## config.mk

```make
export PLATFORM = sky130hd
export DESIGN_NAME = sle_ctrl
export DESIGN_NICKNAME = d
export VERILOG_FILES = /design/src/hdl/sle_pkg.sv /design/src/hdl/sle_ctrl.sv
export SDC_FILE = /design/constraint.sdc
export NUM_CORES = 1
export LEC_CHECK = 0
export ABC_AREA = 1
export ABC_CLOCK_PERIOD_IN_PS = 2600
export BUFFER_PORTS_ARGS = -buffer_cell sky130_fd_sc_hd__buf_2
export CAP_MARGIN = 20
export CORE_UTILIZATION = 53
export DETAILED_ROUTE_END_ITERATION = 10
export GPL_ROUTABILITY_DRIVEN = 0
export GPL_TIMING_DRIVEN = 0
export PLACE_DENSITY = 0.86
export REMOVE_ABC_BUFFERS = 1
export SYNTH_ARGS = -nofsm -noshare
export SYNTH_HDL_FRONTEND = slang
export SYNTH_SLANG_ARGS = --single-unit
```

## constraint.sdc

```tcl
create_clock -name i_clk -period 2.6 [get_ports i_clk]
set_input_delay 0.52 -clock i_clk [delete_from_list [all_inputs] [get_ports i_clk]]
set_output_delay 0.52 -clock i_clk [all_outputs]
set_load 0.1 [all_outputs]
```

## src/hdl/sle_pkg.sv

```systemverilog
package sle_pkg;

    localparam int CMD_W     = 2;
    localparam int POS_W     = 9;
    localparam int VAL_W     = 32;
    localparam int STATUS_W  = 2;
    localparam int IDX_W     = 8;
    localparam int COUNT_W   = 9;

    localparam int IN_CMD_LSB = 0;
    localparam int IN_POS_LSB = IN_CMD_LSB + CMD_W;
    localparam int IN_VAL_LSB = IN_POS_LSB + POS_W;
    localparam int IN_BITS    = IN_VAL_LSB + VAL_W;
    localparam int IN_TDATA_W = ((IN_BITS + 7) / 8) * 8;

    localparam int OUT_STATUS_LSB = 0;
    localparam int OUT_IDX_LSB    = OUT_STATUS_LSB + STATUS_W;
    localparam int OUT_COUNT_LSB  = OUT_IDX_LSB + IDX_W;
    localparam int OUT_BITS       = OUT_COUNT_LSB + COUNT_W;
    localparam int OUT_TDATA_W    = ((OUT_BITS + 7) / 8) * 8;

    typedef enum logic [CMD_W-1:0] {
        CMD_INSERT = 2'd0,
        CMD_ERASE  = 2'd1,
        CMD_FIND   = 2'd2,
        CMD_MODIFY = 2'd3
    } t_cmd;

    typedef enum logic [STATUS_W-1:0] {
        ST_OK       = 2'd0,
        ST_RANGE    = 2'd1,
        ST_FULL     = 2'd2,
        ST_NOTFOUND = 2'd3
    } t_status;

    typedef enum logic [2:0] {
        PTR_HOLD    = 3'd0,
        PTR_LOAD_UP = 3'd1,
        PTR_LOAD_DN = 3'd2,
        PTR_ZERO    = 3'd3,
        PTR_INC     = 3'd4,
        PTR_DEC     = 3'd5
    } t_ptr_op;

    typedef enum logic [1:0] {
        WB_NONE = 2'd0,
        WB_UP   = 2'd1,
        WB_DN   = 2'd2,
        WB_VAL  = 2'd3
    } t_wb_op;

    typedef enum logic [1:0] {
        CNT_HOLD = 2'd0,
        CNT_INC  = 2'd1,
        CNT_DEC  = 2'd2
    } t_cnt_op;

    typedef struct packed {
        logic    load;
        logic    rd;
        t_ptr_op ptr_op;
        t_wb_op  wb_op;
        t_cnt_op cnt_op;
        logic    res_set;
        t_status res_status;
        logic    res_idx_prev;
        logic    emit;
    } t_dp_cmd;

    typedef struct packed {
        t_cmd cmd;
        logic pos_gt;
        logic pos_eq;
        logic pos_last;
        logic full;
        logic cnt_zero;
        logic ptr_at_pos;
        logic ptr_at_last;
        logic hit;
        logic out_free;
    } t_dp_sts;

endpackage

```

## src/hdl/sle_ctrl.sv

```systemverilog
module sle_ctrl
    import sle_pkg::*;
(
    input  logic    i_clk,
    input  logic    i_rst_n,
    input  logic    i_s_tvalid,
    output logic    o_s_tready,
    input  t_dp_sts i_sts,
    output t_dp_cmd o_cmd
);

    typedef enum logic [9:0] {
        S_IDLE      = 10'b00_0000_0001,
        S_DISPATCH  = 10'b00_0000_0010,
        S_SHIFT_UP  = 10'b00_0000_0100,
        S_UP_TAIL   = 10'b00_0000_1000,
        S_WR_VAL    = 10'b00_0001_0000,
        S_SHIFT_DN  = 10'b00_0010_0000,
        S_DN_TAIL   = 10'b00_0100_0000,
        S_SCAN      = 10'b00_1000_0000,
        S_SCAN_TAIL = 10'b01_0000_0000,
        S_RESP      = 10'b10_0000_0000
    } t_state;

    t_state  r_state;
    t_state  n_state;
    t_dp_cmd c;

    assign o_s_tready = (r_state == S_IDLE);
    assign o_cmd      = c;

    always_ff @(posedge i_clk) begin
        if (!i_rst_n) begin
            r_state <= S_IDLE;
        end else begin
            r_state <= n_state;
        end
    end

    always_comb begin
        n_state          = r_state;
        c.load           = 1'b0;
        c.rd             = 1'b0;
        c.ptr_op         = PTR_HOLD;
        c.wb_op          = WB_NONE;
        c.cnt_op         = CNT_HOLD;
        c.res_set        = 1'b0;
        c.res_status     = ST_OK;
        c.res_idx_prev   = 1'b0;
        c.emit           = 1'b0;
        unique case (r_state)
            S_IDLE: begin
                if (i_s_tvalid) begin
                    c.load  = 1'b1;
                    n_state = S_DISPATCH;
                end
            end
            S_DISPATCH: begin
                unique case (i_sts.cmd)
                    CMD_INSERT: begin
                        if (i_sts.pos_gt) begin
                            c.res_set    = 1'b1;
                            c.res_status = ST_RANGE;
                            n_state      = S_RESP;
                        end else if (i_sts.full) begin
                            c.res_set    = 1'b1;
                            c.res_status = ST_FULL;
                            n_state      = S_RESP;
                        end else if (i_sts.pos_eq) begin
                            n_state = S_WR_VAL;
                        end else begin
                            c.ptr_op = PTR_LOAD_UP;
                            n_state  = S_SHIFT_UP;
                        end
                    end
                    CMD_ERASE: begin
                        if (i_sts.pos_gt || i_sts.pos_eq) begin
                            c.res_set    = 1'b1;
                            c.res_status = ST_RANGE;
                            n_state      = S_RESP;
                        end else if (i_sts.pos_last) begin
                            c.cnt_op     = CNT_DEC;
                            c.res_set    = 1'b1;
                            c.res_status = ST_OK;
                            n_state      = S_RESP;
                        end else begin
                            c.ptr_op = PTR_LOAD_DN;
                            n_state  = S_SHIFT_DN;
                        end
                    end
                    CMD_FIND: begin
                        if (i_sts.cnt_zero) begin
                            c.res_set    = 1'b1;
                            c.res_status = ST_NOTFOUND;
                            n_state      = S_RESP;
                        end else begin
                            c.ptr_op = PTR_ZERO;
                            n_state  = S_SCAN;
                        end
                    end
                    CMD_MODIFY: begin
                        c.res_set = 1'b1;
                        n_state   = S_RESP;
                        if (i_sts.pos_gt || i_sts.pos_eq) begin
                            c.res_status = ST_RANGE;
                        end else begin
                            c.wb_op      = WB_VAL;
                            c.res_status = ST_OK;
                        end
                    end
                    default: begin
                        n_state = S_IDLE;
                    end
                endcase
            end
            S_SHIFT_UP: begin
                c.rd     = 1'b1;
                c.wb_op  = WB_UP;
                c.ptr_op = PTR_DEC;
                if (i_sts.ptr_at_pos) begin
                    n_state = S_UP_TAIL;
                end
            end
            S_UP_TAIL: begin
                c.wb_op = WB_UP;
                n_state = S_WR_VAL;
            end
            S_WR_VAL: begin
                c.wb_op      = WB_VAL;
                c.cnt_op     = CNT_INC;
                c.res_set    = 1'b1;
                c.res_status = ST_OK;
                n_state      = S_RESP;
            end
            S_SHIFT_DN: begin
                c.rd     = 1'b1;
                c.wb_op  = WB_DN;
                c.ptr_op = PTR_INC;
                if (i_sts.ptr_at_last) begin
                    n_state = S_DN_TAIL;
                end
            end
            S_DN_TAIL: begin
                c.wb_op      = WB_DN;
                c.cnt_op     = CNT_DEC;
                c.res_set    = 1'b1;
                c.res_status = ST_OK;
                n_state      = S_RESP;
            end
            S_SCAN: begin
                if (i_sts.hit) begin
                    c.res_set      = 1'b1;
                    c.res_status   = ST_OK;
                    c.res_idx_prev = 1'b1;
                    n_state        = S_RESP;
                end else begin
                    c.rd     = 1'b1;
                    c.ptr_op = PTR_INC;
                    if (i_sts.ptr_at_last) begin
                        n_state = S_SCAN_TAIL;
                    end
                end
            end
            S_SCAN_TAIL: begin
                c.res_set = 1'b1;
                n_state   = S_RESP;
                if (i_sts.hit) begin
                    c.res_status   = ST_OK;
                    c.res_idx_prev = 1'b1;
                end else begin
                    c.res_status = ST_NOTFOUND;
                end
            end
            S_RESP: begin
                if (i_sts.out_free) begin
                    c.emit  = 1'b1;
                    n_state = S_IDLE;
                end
            end
            default: begin
                n_state = S_IDLE;
            end
        endcase
    end

endmodule

```

==> results of run 1 <==
==> report_power, final <==
part           internal (W)  switching [W]
logic              0.000164       0.000593
registers          0.000184      0.0000249
clock network     0.0000851      0.0000591
==> stage by stage <==
| step | utilization | instance area, sq um | hold slack (ns) | setup slack (ns) |
|---|---|---|---|---|
| after floorplan | - | 886 | 0.478 | -1.78 |
| after global placement | 0.679 | 1050 | 0.498 | 0.197 |
| after detailed placement | 0.679 | 1050 | 0.514 | 0.168 |
| after CTS | 0.702 | 1080 | 0.524 | 0.130 |
| after global routing | 0.704 | 1080 | 0.544 | 0.00828 |
| final | 0.704 | 1080 | 0.528 | 0.126 |
==> kinds of logic after synthesis <==
logic type | count (synthesis) | share of synthesized area
flops | 10 | 0.225
buf+inv | 30 | 0.129
simple gates | 101 | 0.579
compound gates | 9 | 0.0661
==> cell usage in the layout (no fill, tap or decap) <==
master | synthesis | routed
or2_2 | 1 | 1
nand2_1 | 32 | 32
nand4_1 | 5 | 5
inv_1 | 27 | 27
buf_2 | 0 | 27
o31ai_1 | 1 | 1
nand3_2 | 3 | 3
a21oi_2 | 1 | 1
nor2_1 | 30 | 30
inv_4 | 1 | 1
o41ai_1 | 1 | 1
nand3b_1 | 4 | 4
nor2_2 | 2 | 2
nand4_4 | 1 | 1
nand3_1 | 13 | 13
dfxtp_1 | 10 | 10
nand2_2 | 4 | 4
a32oi_1 | 1 | 1
nor2_4 | 3 | 3
o21ai_0 | 3 | 3
a21oi_1 | 2 | 2
clkbuf_8 | 0 | 1
clkbuf_4 | 0 | 4
nor3_1 | 1 | 1
inv_2 | 1 | 1
nand2_4 | 2 | 2
==> worst max path at each step <==
stage               startpoint       end  cells after the start
finish              r_state[0]  o_cmd[4]                      8
global route        r_state[2]  o_cmd[9]                      8
CTS                 r_state[2]  o_cmd[9]                      8
detailed placement    i_sts[9]  o_cmd[9]                      9
global placement      i_sts[9]  o_cmd[9]                      9
floorplan             i_sts[8]  o_cmd[6]                      3
==> worst reg2reg max path, cell delays in order (launching register included) <==
cell and delay, ns:
dfxtp_1 0.34, nor2_4 0.26, nand2_2 0.10, nor2_4 0.12, nand3_2 0.12, nand2_1 0.10
nand2_2 0.06, nand2_4 0.12, inv_4 0.07, nand2_2 0.07, nand3_2 0.05
==> cell type report <==
type / instances / area share
repair buffers: 28 / 0.131
flip-flops and latches: 10 / 0.185
clock buffers: 4 / 0.0334
multi-input cells: 110 / 0.529
inverters: 29 / 0.103
well taps: 16 / 0.0185
==> layer usage <==
layer,GRT usage,up-vias,part of all wire
met5,0,-,0
met1,0.312,452,0.46
met2,0.427,32,0.47
li1,-,537,-
met4,0.0909,0,0.016
met3,0.0383,4,0.051
==> results.txt, run 1 <==
Yosys reg bits: 10
register with the most flip-flops: r_state
Hold Path Cell Cnt: 2
Port Buffers: 28
post-CTS setup buffers: 0
Worst R2R Path Depth: 10
Max Slew Vio Count: 0
ys flop type: dfxtp_1
CTS tree: built
critical-path cell list: nor2_1 > nand2_1 > inv_1 > nand4_1 > nand2_1 > nor2_1 > nand3_1 > buf_2
CP bufs+invs: 2
Vias/cell: 5.20
Ys Warns: 0
most common library cells after synthesis: 32 x nand2_1, 30 x nor2_1, 27 x inv_1
class of the worst hold path: flop to flop
number of max-cap violations: 0
final setup violation count: 0
register area: 200 sq um
Die Area: 1850 sq um
number of I/O pins: 29
Vias: 1025
Hold Buf Count CTS: 0
Mapped Cells: 150
Slowest cell on crit path: buf_2
slowest stage delay, CP: 0.44 ns
Async S/R FF share, synth: 0
global route overflow: 0
Resized Gates After CTS: 0
delay-heaviest family, CP: simple AND/OR/NAND/NOR gates
critical path type: flop to output port
worst min-delay path startpoint: r_state[5]
crit path max fanout: 5
Largest register FFs: 10
Mapped Area: 890 sq um
clock skew: 0.00278 ns
type of origin of the critical path: flop
Hold Vio Cnt, Final: 0
Clock Latency Late Sink: 0.27 ns
max_slew headroom: 0.677
Overall Global Routing Usage: 0.249
root buffer cell: clkbuf_4
largest net degree at the start of global routing: 11
RR Endpoint: r_state[0]
post-route ant nets: 0
share of the synthesized area in the top cell type: 0.225
post-layout net count: 196
Core Area: 1540 sq um
worst r2r src: r_state[8]
CTS Buf Count: 3
dominant cells by area after synthesis: dfxtp_1 23%, nand2_1 14%, nor2_1 13%
diodes inserted: 0
Worst-Margin Slew: 0.487 ns
fill count: 136
Regs by FF count: r_state (10)
Pwr Density: 1020 nW/um^2
Seq/Total Area, Yosys: 0.225
cell count after placement: 193
R2R Setup Slk: 1.09 ns
CP endpoint kind: output port
worst min-delay path endpoint: r_state[5]
Die X: 43.0 um
DR iter-0 viols: 34
WL/cell: 10.7 um
Post-DP HPWL: 1.74 mm
Fmax: 0.404 GHz
DRC violations left: 0
Critical Path RT: 2.08 ns
WL final: 2.12 mm
multi-input logic area: 574 sq um
initial antenna violation count: 0
Area Growth Syn to Fin: 21.9%
Pleak: 0.674 nW
Syn Area/Cell: 5.93 sq um
most common cell in the netlist: nand2_1
layout cells sized above 1: 0.282
vias in the first global route: 881
Final Power: 0.00111 W
Finished Layout Cells: 197
first-pass detailed-route iteration total: 4
Starting Density: 0.577
Site Rows: 14
Tmin final: 2.47 ns
Peak VDD IR: 0.000538 V
maximum root-to-sink buffer count: 2
fin crit share: 0.952
Die Height: 43.0 um
Reg clk slew, reported paths: 0.07 ns
outcome: finished, final reports clean
WP data arrival: 1.95 ns
RSZ-0062 raised after global routing: no
Setup TNS: 0 ns
first-pass GRT wire length: 3.48 mm
CTS sink cnt: 10
cell taking the most area after synthesis: dfxtp_1
Post-synth EDFFs: 0
Distinct cells, synth: 24
H-tree Lvls: 1
(Power assumes the default switching activity.)
==> run 2, diff against run 1 <==
Settings changed: CORE_UTILIZATION 53 to 56, CTS_BUF_LIST from default to sky130_fd_sc_hd__clkbuf_8, PLACE_DENSITY 0.86 to 0.9.
==> run 2 against run 1 <==
Effect of this change:
- clock power up 35%
- flip-flop and latch count is the same
- maximum frequency rose by 1.3%
- clock skew increased by 0.0023 ns
- power grew 5.8%
- utilization is 4.2 points higher
- non-clock buffer count stayed put
- critical path depth did not move
- combinational power grew 2%
- final cell count stayed put
- first-iteration DRC count unchanged
- clock-buffer cell count is the same
- largest power group unchanged
==> results.txt, run 2 (synthesis gave the netlist of run 1 again) <==
H-tree Lvls: 1 (unchanged)
global route overflow: 0 (unchanged)
critical path type: flop to output port
post-layout net count: 196 (unchanged)
fin crit share: 0.940 (-0.0119)
RR Endpoint: r_state[3]
largest net degree at the start of global routing: 11 (unchanged)
DR iter-0 viols: 34 (unchanged)
diodes inserted: 0 (unchanged)
CTS Buf Count: 3 (unchanged)
layout cells sized above 1: 0.282 (unchanged)
Worst-Margin Slew: 0.489 ns (+0.00179 ns)
CP endpoint kind: output port
number of max-cap violations: 0 (unchanged)
Reg clk slew, reported paths: 0.05 ns (-0.02 ns)
DRC violations left: 0 (unchanged)
Pleak: 0.680 nW (+0.94%)
Worst R2R Path Depth: 10 (unchanged)
Port Buffers: 28 (unchanged)
Die Height: 41.9 um (-2.6%)
Starting Density: 0.597 (+0.0204)
Tmin final: 2.44 ns (-0.0310 ns)
Die X: 41.9 um (-2.6%)
Site Rows: 14 (unchanged)
R2R Setup Slk: 1.02 ns (-0.07 ns)
Critical Path End: o_cmd[4]
Max Slew Vio Count: 0 (unchanged)
worst r2r src: r_state[0]
hold_ws: 0.511 ns (-0.0174 ns)
number of I/O pins: 29 (unchanged)
vias in the first global route: 947 (+7.5%)
RSZ-0062 raised after global routing: no
Peak VDD IR: 0.000585 V (+8.7%)
Critical Path RT: 2.08 ns (about the same)
commonest non-fill, non-tap cell in the layout: nand2_1
WP data arrival: 1.92 ns (-0.03 ns)
root buffer cell: clkbuf_8
first-pass GRT wire length: 3.79 mm (+8.7%)
Pwr Density: 1060 nW/um^2 (+3.3%)
Vias: 1046 (+2.0%)
initial antenna violation count: 0 (unchanged)
Vias/cell: 5.31 (+2.0%)
Critical Path Source: r_state[0]
Largest register FFs: 10 (unchanged)
Regs by FF count: r_state (10)
commonest non-fill, non-tap cells in the layout: 32 x nand2_1, 30 x nor2_1, 27 x inv_1
CTS sink cnt: 10 (unchanged)
type of origin of the critical path: flop
max_slew headroom: 0.676 (-0.00118)
WL final: 2.23 mm (+5.4%)
maximum root-to-sink buffer count: 2 (unchanged)
clock skew: 0.00509 ns (+0.00231 ns)
Hold Buf Count CTS: 0 (unchanged)
WL/cell: 11.3 um (+5.4%)
crit path max fanout: 5 (unchanged)
Die Area: 1750 sq um (-5.1%)
Hold Vio Cnt, Final: 0 (unchanged)
Post-DP HPWL: 1.81 mm (+4.2%)
post-route ant nets: 0 (unchanged)
register with the most flip-flops: r_state
class of the worst hold path: flop to flop
CTS tree: built
post-layout instance area: 1110 sq um (+2.4%)
final setup violation count: 0 (unchanged)
DP Area: 1050 sq um (unchanged)
Core Area: 1490 sq um (-3.4%)
post-CTS setup buffers: 0 (unchanged)
Overall Global Routing Usage: 0.279 (+0.0301)
Clock Latency Late Sink: 0.24 ns (-0.03 ns)
Resized Gates After CTS: 0 (unchanged)
outcome: finished, final reports clean
Area Growth Syn to Fin: 24.9%
first-pass detailed-route iteration total: 6 (+2)
Fmax: 0.409 GHz (+1.3%)
run 2: how the worst min path moves through the flow:
stage                    start    endpoint  cells past startpoint
floorplan           r_state[5]  r_state[5]                      2
global placement    r_state[5]  r_state[5]                      2
detailed placement  r_state[5]  r_state[5]                      2
CTS                 r_state[5]  r_state[5]                      2
global route        r_state[5]  r_state[5]                      2
finish              r_state[5]  r_state[5]                      2
run 2: metrics by stage:
step                cells  TNS (ns)  utilization  power (W)  setup WS (ns)
floorplan             149     -4.07            -   0.000850          -1.78
global placement      193         0        0.703   0.000949          0.205
detailed placement    193         0        0.703   0.000972          0.136
CTS                   197         0        0.739    0.00117         0.0755
global route          197         0        0.746    0.00125        0.00404
finish                197         0        0.746    0.00117          0.157
run 2: report_power, final:
group          total (W)  internal (W)  switching [W]  leakage (nW)
registers       0.000208      0.000184      0.0000241        0.0814
clock network   0.000195      0.000133      0.0000617        0.0288
logic           0.000770      0.000166       0.000604         0.570
run 2: cell type report:
cell class	count	area [sq um]
clock buffers	4	55.1
well taps	16	20.0
flip-flops and latches	10	200
inverters	29	111
fillers	123	378
repair buffers	28	150
multi-input cells	110	574
run 2: worst max-delay path, cell delays in order, from the launching register on:
cell	delay, ns
dfxtp_1	0.32
nor2_1	0.20
nand2_1	0.17
inv_1	0.15
nand4_1	0.21
nand2_1	0.13
nor2_1	0.04
nand3_1	0.11
clkbuf_4	0.35
run 2: routing by layer:
layer	vias up	share of wire	track usage
li1	535	-	-
met1	477	0.42	0.352
met2	32	0.52	0.481
met3	2	0.053	0.0391
met4	0	0.0058	0.0968
met5	-	0	0
==> run 3, diff against run 2 <==
Settings changed: MAX_ROUTING_LAYER from default to met4, SETUP_SLACK_MARGIN from default to 0.4.
==> run 3 against run 2 <==
Effect of this change:
- power increased by 22%
- global-route usage increased by 3.2 points
- clock-buffer cell count unchanged
- first-iteration DRC count increased by 100%
- final cell count increased by 5.1%
- worst hold slack improved by 0.018 ns
- routed wire length increased by 59%
- combinational power increased by 31%
- via count increased by 22%
- die area unchanged
==> results.txt, run 3 (synthesis gave the netlist of run 1 again) <==
CTS tree: built
most used cell, CP: nand2_1
total net switching power: 0.000831 W (+20%)
fin crit share: 0.851 (-0.0888)
clock skew: 0.00349 ns (-0.00160 ns)
Slowest cell on crit path: nor3_2
Net Sw Frac: 0.582 (-0.00572)
root buffer cell: clkbuf_8
Vias/cell: 6.14 (+16%)
outcome: finished, final reports clean
Post-DP HPWL: 1.81 mm (unchanged)
Largest register FFs: 10 (unchanged)
Area Growth Syn to Fin: 54.6%
Vias: 1272 (+22%)
global route overflow: 0 (unchanged)
Die Height: 41.9 um (unchanged)
Core Area: 1490 sq um (unchanged)
Pwr Density: 1040 nW/um^2 (-1.8%)
DR iter-0 viols: 69 (+100%)
internal power: 0.000596 W (+23%)
dpl ws: 0.136 ns (unchanged)
Max Slew Vio Count: 0 (unchanged)
crit path max fanout: 5 (unchanged)
Comb power frac: 0.705 (+0.049)
Site Rows: 14 (unchanged)
Hold Vio Cnt, Final: 0 (unchanged)
Hold Buf Count CTS: 0 (unchanged)
critical path type: primary input to output port
RSZ-0062 raised after global routing: yes
maximum root-to-sink buffer count: 2 (unchanged)
Clock Latency Late Sink: 0.24 ns (about the same)
DRC violations left: 0 (unchanged)
GRT Max-Usage Layer: met2
fill count: 56 (-54%)
register with the most flip-flops: r_state
Die X: 41.9 um (unchanged)
multi-input logic area: 669 sq um (+17%)
Clock Power Share: 0.138 (-0.028)
layout cells sized above 1: 0.424 (+0.142)
slowest stage delay, CP: 0.23 ns (-0.12 ns)
Regs by FF count: r_state (10)
register area: 204 sq um (+1.9%)
max_slew headroom: 0.675 (-0.00129)
initial antenna violation count: 0 (unchanged)
Fmax: 0.452 GHz (+10%)
Setup TNS: 0 ns (unchanged)
post-layout net count: 206 (+5.1%)
class of the worst hold path: flop to flop
GR Layer Usage met1: 0.393 (+0.0407)
sequential share of power: 0.157 (-0.021)
Peak VDD IR: 0.000625 V (+6.9%)
CTS sink cnt: 10 (unchanged)
vias in the first global route: 986 (+4.1%)
first-pass GRT wire length: 4.10 mm (+8.2%)
Tmin final: 2.21 ns (-0.231 ns)
Worst-Margin Slew: 0.491 ns (+0.00195 ns)
first-pass detailed-route iteration total: 5 (-1)
Reg clk slew, reported paths: 0.05 ns (about the same)
final setup violation count: 0 (unchanged)
H-tree Lvls: 1 (unchanged)
largest net degree at the start of global routing: 11 (unchanged)
WL/cell: 17.1 um (+51%)
critical-path cell list: buf_2 > inv_1 > nand2_1 > nor2_4 > nand2_1 > nor3_2 > nor2_1 > nand2_1 > buf_12
CTS Buf Count: 3 (unchanged)
met2 usage: 0.503 (+0.0219)
number of I/O pins: 29 (unchanged)
slack of the critical path: 0.388 ns (+0.231 ns)
Critical Path RT: 2.08 ns (about the same)
WP data arrival: 1.69 ns (-0.23 ns)
Pleak: 0.771 nW (+13%)
type of origin of the critical path: primary input
commonest non-fill, non-tap cells in the layout: 29 x nand2_1, 25 x inv_1, 23 x nor2_1
Overall Global Routing Usage: 0.311 (+0.0320)
CP endpoint kind: output port
commonest non-fill, non-tap cell in the layout: nand2_1
Die Area: 1750 sq um (unchanged)
GR Layer Usage met3: 0.0435 (+0.00435)
Starting Density: 0.597 (unchanged)
WL final: 3.54 mm (+59%)
number of max-cap violations: 0 (unchanged)
post-route ant nets: 0 (unchanged)
Port Buffers: 28 (unchanged)
diodes inserted: 0 (unchanged)
## run 3: repair_timing
action | in CTS | in global routing
endpoints found under the setup margin | 13 | 13
pin swaps | 1 | 12
hold endpoints to repair | 0 | 0
resized for setup | 26 | 29
setup buffers | 0 | 10
## run 3: path summary, 6_finish.rpt
| kind | slack [ns] | startpoint | end | depth (start not counted) |
|---|---|---|---|---|
| worst min register to register | 0.53 | r_state[5] | r_state[5] | 2 |
| worst max-delay path | 0.39 | i_sts[10] | o_cmd[9] | 9 |
| worst max register to register | 0.96 | r_state[5] | r_state[8] | 11 |
| worst min-delay path | 0.53 | r_state[5] | r_state[5] | 2 |
## run 3: metrics by stage
stage / instances / util / power (W) / hold slack [ns] / cell area, sq um
after global routing: 207 / 0.924 / 0.00148 / 0.536 / 1380
after floorplan: 149 / - / 0.000850 / 0.478 / 886
after CTS: 197 / 0.797 / 0.00120 / 0.537 / 1190
after detailed placement: 193 / 0.703 / 0.000972 / 0.504 / 1050
after global placement: 193 / 0.703 / 0.000949 / 0.494 / 1050
final: 207 / 0.924 / 0.00143 / 0.529 / 1380
## run 3: critical path, delay by kind of cell
family | cells | cell delay, ns
AND/OR/NAND/NOR | 6 | 0.73
buffers and inverters | 3 | 0.43
## run 3: layer usage
| layer | wire [um] | share of wire |
|---|---|---|
| met1 | 1330 | 0.38 |
| met2 | 1570 | 0.44 |
| met3 | 332 | 0.094 |
| met4 | 303 | 0.086 |
| met5 | 0 | 0 |
## run 3: layout make-up
| type | instances | share of cell area |
|---|---|---|
| clock buffer | 4 | 0.0400 |
| inverter | 29 | 0.0828 |
| timing repair buffer | 38 | 0.227 |
| tap | 16 | 0.0146 |
| multi-input combinational | 110 | 0.487 |
| sequential | 10 | 0.148 |
## run 3: power by group through the flow
stage	sequential [W]	combinational, W	clock, W
6_report	0.000224	0.00101	0.000197
2_1_floorplan	0.000207	0.000642	0
3_5_place_dp	0.000211	0.000760	0
4_1_cts	0.000210	0.000799	0.000195
5_1_grt	0.000226	0.00105	0.000206
3_3_place_gp	0.000209	0.000740	0
